`config.mk`:
```
export PLATFORM = sky130hd
export DESIGN_NAME = ffha_ctrl
export DESIGN_NICKNAME = d
export VERILOG_FILES = /design/src/hdl/ffha_pkg.sv /design/src/hdl/ffha_ctrl.sv
export SDC_FILE = /design/constraint.sdc
export NUM_CORES = 1
export LEC_CHECK = 0
export ABC_CLOCK_PERIOD_IN_PS = 3100
export BUFFER_PORTS_ARGS = -buffer_cell sky130_fd_sc_hd__buf_2
export CAP_MARGIN = 5
export CORE_MARGIN = 5
export CORE_UTILIZATION = 52
export DETAILED_ROUTE_END_ITERATION = 10
export MAX_ROUTING_LAYER = met4
export PLACE_DENSITY = 0.83
export SETUP_SLACK_MARGIN = 0.3
export SLEW_MARGIN = 10
export SYNTH_ARGS = -nofsm -noshare
export SYNTH_HDL_FRONTEND = slang
export SYNTH_SLANG_ARGS = --single-unit
```
`constraint.sdc`:
```
create_clock -name clk_i -period 3.1 [get_ports clk_i]
set_clock_uncertainty 0.2 [all_clocks]
set_input_delay 0.62 -clock clk_i [delete_from_list [all_inputs] [get_ports clk_i]]
set_output_delay 0.62 -clock clk_i [all_outputs]
set_load 0.1 [all_outputs]
```
`src/hdl/ffha_pkg.sv`:
```
// Shared constants, types and helpers of the first-fit heap allocator.
package ffha_pkg;

  // Default sizing
  localparam int unsigned HEAP_BYTES_DEF   = 16384;
  localparam int unsigned PAGE_BYTES_DEF   = 4096;
  localparam int unsigned MIN_CHUNK_DEF    = 16;
  localparam int unsigned HEADER_BYTES_DEF = 4;

  // Port field widths
  localparam int unsigned FUNC_W = 1;
  localparam int unsigned SIZE_W = 15;
  localparam int unsigned ADDR_W = 14;
  localparam int unsigned STAT_W = 2;
  localparam int unsigned USED_W = 15;

  // Request codes
  localparam logic [FUNC_W-1:0] FUNC_ALLOC = 1'b0;
  localparam logic [FUNC_W-1:0] FUNC_FREE  = 1'b1;

  // Result status codes
  localparam logic [STAT_W-1:0] ST_OK  = 2'd0;
  localparam logic [STAT_W-1:0] ST_IGN = 2'd1;
  localparam logic [STAT_W-1:0] ST_OOM = 2'd2;
  localparam logic [STAT_W-1:0] ST_BAD = 2'd3;

  // Width of internal offset/size arithmetic: covers chunk + size sums,
  // grown heap sizes and the largest rounded request.
  function automatic int unsigned ffha_off_w(input int unsigned heap_b,
                                             input int unsigned page_b);
    return $clog2(3 * heap_b + page_b + 2 ** SIZE_W + 64) + 1;
  endfunction

  // Controller -> datapath commands
  typedef struct packed {
    logic              capture;
    logic              chunk_free_ld;
    logic              rd_chunk;
    logic              rd_next;
    logic              hdr_ld;
    logic              chunk_adv;
    logic              grow_init;
    logic              grow_step;
    logic              grow_commit;
    logic              wr_rem;
    logic              wr_used_split;
    logic              wr_used_whole;
    logic              wr_free;
    logic              used_add;
    logic              used_sub;
    logic              acc_add;
    logic              resp;
    logic              resp_addr;
    logic [STAT_W-1:0] resp_st;
  } cmd_t;

  // Datapath -> controller status
  typedef struct packed {
    logic is_free;
    logic size_zero;
    logic addr_zero;
    logic addr_small;
    logic fchunk_oob;
    logic hdr_fit;
    logic hdr_used;
    logic hdr_sz_zero;
    logic chunk_eq_top;
    logic chunk_gt_top;
    logic grow_oob;
    logic grow_more;
    logic rem_small;
    logic next_oob;
    logic out_free;
  } sts_t;

endpackage

```
`src/hdl/ffha_ctrl.sv`:
```
// Sequencing state machine of the heap allocator.
module ffha_ctrl (
  input  logic           clk_i,
  input  logic           rst_ni,
  input  logic           in_valid_i,
  output logic           in_ready_o,
  input  ffha_pkg::sts_t sts_i,
  output ffha_pkg::cmd_t cmd_o
);
  import ffha_pkg::*;

  localparam logic [3:0] S_IDLE    = 4'd0;
  localparam logic [3:0] S_START   = 4'd1;
  localparam logic [3:0] S_ARD     = 4'd2;
  localparam logic [3:0] S_ACHK    = 4'd3;
  localparam logic [3:0] S_AADV    = 4'd4;
  localparam logic [3:0] S_AGROW   = 4'd5;
  localparam logic [3:0] S_ASPLIT  = 4'd6;
  localparam logic [3:0] S_ASPLIT2 = 4'd7;
  localparam logic [3:0] S_FRD     = 4'd8;
  localparam logic [3:0] S_FCHK    = 4'd9;
  localparam logic [3:0] S_FNXT    = 4'd10;
  localparam logic [3:0] S_FMCHK   = 4'd11;
  localparam logic [3:0] S_FWR     = 4'd12;
  localparam logic [3:0] S_RESP    = 4'd13;

  logic [3:0]        state_q, state_d;
  logic [STAT_W-1:0] st_q, st_d;
  logic              af_q, af_d;

  assign in_ready_o = (state_q == S_IDLE);

  always_comb begin
    cmd_o   = '0;
    state_d = state_q;
    st_d    = st_q;
    af_d    = af_q;
    case (state_q)
      S_IDLE: begin
        if (in_valid_i) begin
          cmd_o.capture = 1'b1;
          state_d       = S_START;
        end
      end
      S_START: begin
        af_d = 1'b0;
        if (sts_i.is_free) begin
          if (sts_i.addr_zero) begin
            st_d    = ST_IGN;
            state_d = S_RESP;
          end else if (sts_i.addr_small || sts_i.fchunk_oob) begin
            st_d    = ST_BAD;
            state_d = S_RESP;
          end else begin
            cmd_o.chunk_free_ld = 1'b1;
            state_d             = S_FRD;
          end
        end else if (sts_i.size_zero) begin
          st_d    = ST_IGN;
          state_d = S_RESP;
        end else begin
          state_d = S_ARD;
        end
      end
      S_ARD: begin
        cmd_o.rd_chunk = 1'b1;
        state_d        = S_ACHK;
      end
      S_ACHK: begin
        if (sts_i.hdr_fit) begin
          cmd_o.hdr_ld = 1'b1;
          state_d      = S_ASPLIT;
        end else if (sts_i.hdr_sz_zero) begin
          st_d    = ST_BAD;
          state_d = S_RESP;
        end else begin
          cmd_o.chunk_adv = 1'b1;
          state_d         = S_AADV;
        end
      end
      S_AADV: begin
        if (sts_i.chunk_eq_top) begin
          cmd_o.grow_init = 1'b1;
          state_d         = S_AGROW;
        end else if (sts_i.chunk_gt_top) begin
          st_d    = ST_BAD;
          state_d = S_RESP;
        end else begin
          state_d = S_ARD;
        end
      end
      S_AGROW: begin
        if (sts_i.grow_oob) begin
          st_d    = ST_OOM;
          state_d = S_RESP;
        end else if (sts_i.grow_more) begin
          cmd_o.grow_step = 1'b1;
        end else begin
          cmd_o.grow_commit = 1'b1;
          state_d           = S_ARD;
        end
      end
      S_ASPLIT: begin
        if (sts_i.rem_small) begin
          cmd_o.wr_used_whole = 1'b1;
          cmd_o.used_add      = 1'b1;
          st_d                = ST_OK;
          af_d                = 1'b1;
          state_d             = S_RESP;
        end else begin
          cmd_o.wr_rem = 1'b1;
          state_d      = S_ASPLIT2;
        end
      end
      S_ASPLIT2: begin
        cmd_o.wr_used_split = 1'b1;
        cmd_o.used_add      = 1'b1;
        st_d                = ST_OK;
        af_d                = 1'b1;
        state_d             = S_RESP;
      end
      S_FRD: begin
        cmd_o.rd_chunk = 1'b1;
        state_d        = S_FCHK;
      end
      S_FCHK: begin
        if (sts_i.hdr_sz_zero) begin
          st_d    = ST_BAD;
          state_d = S_RESP;
        end else begin
          cmd_o.hdr_ld   = 1'b1;
          cmd_o.used_sub = 1'b1;
          state_d        = S_FNXT;
        end
      end
      S_FNXT: begin
        if (sts_i.next_oob) begin
          state_d = S_FWR;
        end else begin
          cmd_o.rd_next = 1'b1;
          state_d       = S_FMCHK;
        end
      end
      S_FMCHK: begin
        if (sts_i.hdr_used || sts_i.hdr_sz_zero) begin
          state_d = S_FWR;
        end else begin
          cmd_o.acc_add = 1'b1;
          state_d       = S_FNXT;
        end
      end
      S_FWR: begin
        cmd_o.wr_free = 1'b1;
        st_d          = ST_OK;
        state_d       = S_RESP;
      end
      S_RESP: begin
        if (sts_i.out_free) begin
          cmd_o.resp      = 1'b1;
          cmd_o.resp_addr = af_q;
          cmd_o.resp_st   = st_q;
          state_d         = S_IDLE;
        end
      end
      default: begin
        state_d = S_IDLE;
      end
    endcase
  end

  always_ff @(posedge clk_i or negedge rst_ni) begin
    if (!rst_ni) begin
      state_q <= S_IDLE;
      st_q    <= ST_OK;
      af_q    <= 1'b0;
    end else begin
      state_q <= state_d;
      st_q    <= st_d;
      af_q    <= af_d;
    end
  end

endmodule

```
==> out/results.tsv <==
metric	value	unit
outcome	completed	
RSZ-0062 raised after global routing	no	
GRT Total Usage	28.6	%
CP required	2.28	ns
cell area after placement	1480	sq um
worst min path class	reg -> reg	
post-layout instance area	1540	sq um
I/O pins	39	
DRC	0	
cells after synthesis	124	
Netlist cell types	53	
yosys warns	0	
share of cells above drive strength 1	49.7	%
total die area	2840	sq um
top_reg_cell synth	dfrtp_1	
Post-DRT Antenna Nets	0	
first-pass GRT wire length	5820	um
Clock Sink Count	7	
root buf cell	clkbuf_4	
Fillers	96	
FFs w/ async S/R, synth	100	%
Data arrival, critical path	1.91	ns
Initial Util	55.8	%
sequential area share after synthesis	18.0	%
Setup Crit Path Kind	reg -> out	
Fmax	0.367	GHz
setup slack after layout	0.374	ns
minimum clock period	2.73	ns
Tightest Pin Transition	0.508	ns
fin crit share	87.9	%
cts bufs inserted	3	
Max Cap Viol	0	
grt ovf	0	
drt via density	6.62	
Hold Slack	0.305	ns
final net count	182	
final wirelength	3450	um
syn_nets	142	
routed via count	1244	
Cells after DPL	183	
Die W	53.3	um
antenna violations before repair	0	
synthesis-stage register bit count	7	
H-tree depth	1	
Layout Cells excl Fill	188	
peak supply drop	0.000748	V
Slew Limit Fails	0	
Max Root-Sink Buffers	2	
Std-Cell Rows	15	
GPL Wtd Cong	0.926	
Die Y	53.3	um
Cell Area, Synth	975	sq um
Post-CTS Repair Setup Buffers	0	
CP Max Fanout	16	
DRT Pass-1 Iters	4	
PD cells	1020	nW/um^2
Critical Path Source Type	register	
largest net degree at the start of global routing	27	
LEAKAGE	0.637	nW
cell taking the most area after synthesis	dfrtp_1	
CP endpoint kind	output pin	
Slew HR	65.9	%
area delta synth->final	57.5	%
1st-iter DRT viols	84	
Final Hold Vio Count	0	
Avg WL per Cell	18.3	um
clock-pin transition on the worst setup and hold timing paths	0.06	ns
# setup viols final	0	
ant diodes	0	
Avg Inst Size Synth	7.86	sq um
Worst-Skew Late Latency	0.26	ns
# port buffers	38	
pre-CTS WS	0.507	ns
Post-synth EDFFs	0	
dpl hpwl	2740	um
ranking of synthesized cells by area	dfrtp_1, nor2_1, nand2b_1	
core footprint	1750	sq um
CTS tree	done	
Synth top area share	18.0	%
vias in the first global route	1145	
kinds of logic (layout without fill, tap and decap cells):
group / count (synthesis) / count (layout) / share of synthesized area, %
AO/OA/AOI/OAI: 32 / 32 / 27.6
AND/OR/NAND/NOR: 66 / 66 / 41.7
flip-flops: 7 / 7 / 18.0
buffers and inverters: 14 / 53 / 7.32
XOR/XNOR: 1 / 1 / 0.899
multiplexers: 4 / 4 / 4.49
worst max-delay path: stages, from the launching register on:
cell	delay [ns]
dfrtp_2	0.53
buf_4	0.22
nor2_1	0.25
and3_1	0.21
buf_2	0.42
per-stage QoR:
stage | TNS [ns] | power, mW | utilization, %
after global routing | 0 | 1.65 | 88.0
after detailed placement | 0 | 1.45 | 84.5
after CTS | 0 | 1.55 | 87.0
after global placement | 0 | 1.40 | 84.5
final | 0 | 1.57 | 88.0
after floorplan | -0.248 | 1.20 | -
placed cells by master (no fill, tap or decap), types with 2 or more instances in the layout:
cell and n:
nand2_1 6, buf_4 8, o21ai_1 3, mux2_1 2, buf_2 22, inv_1 3
or3b_1 2, nor4_4 4, nor2b_1 2, nor3_4 3, dfrtp_2 3, and3_1 4
or4b_4 2, nand3_1 2, o21ai_0 4, nor2_1 11, or3_1 2, a31oi_1 2
dfrtp_1 4, a211o_1 2, and2_2 3, buf_12 10, a21o_1 2, clkbuf_4 7
o211ai_1 2, or3b_2 2, a21oi_1 5, nand2b_1 4
synth_stat cells (3+ instances only):
master     n
buf_2      6
o21ai_0    4
nor2_1    13
o21ai_1    3
nor3_1     4
and2_1     4
inv_1      3
dfrtp_1    7
and3_1     4
nand2b_1   5
nand2_1    6
nor4_1     5
a21oi_1    5
worst paths after layout:
| kind | from | to | slack (ns) | depth (start not counted) |
|---|---|---|---|---|
| hold reg to reg | st_q[1] | st_q[1] | 0.30 | 1 |
| hold / removal | st_q[1] | st_q[1] | 0.30 | 1 |
| setup / recovery | state_q[1] | cmd_o[19] | 0.37 | 4 |
| setup reg to reg | state_q[3] | st_q[0] | 0.66 | 5 |
| max in group asynchronous | rst_ni | state_q[2] | 2.00 | 2 |
| min in group asynchronous | rst_ni | state_q[3] | 0.52 | 2 |
area by class of cell:
class | instances | area, sq um | area share [%]
well taps | 25 | 31.3 | 2.04
multi-input cells | 103 | 873 | 56.9
inverters | 4 | 15.0 | 0.978
repair buffers | 45 | 410 | 26.7
flip-flops and latches | 7 | 179 | 11.7
clock buffers | 4 | 26.3 | 1.71
state kept, by name (all words and copies together) (netlist names):
name	cells
st_q	2
state_q	4
af_q	1
layer usage:
metal | vias to the layer above | track usage [%] | routed length, um
li1 | 553 | - | -
met4 | 0 | 8.51 | 70
met1 | 599 | 36.6 | 1310
met5 | - | - | 0
met2 | 82 | 47.3 | 1770
met3 | 10 | 2.82 | 290
power breakdown:
part           internal [mW]  switching [mW]
combinational          0.429           0.792
clock                 0.0494          0.0378
sequential             0.141           0.117
total                  0.619           0.946
repair_timing:
item / in CTS / in global routing
endpoints found under the setup margin: 10 / 8
resized for setup: 4 / 6
hold buffers: 1 / 0
hold endpoints to repair: 7 / 0
Power figures use the tool's default switching activity.
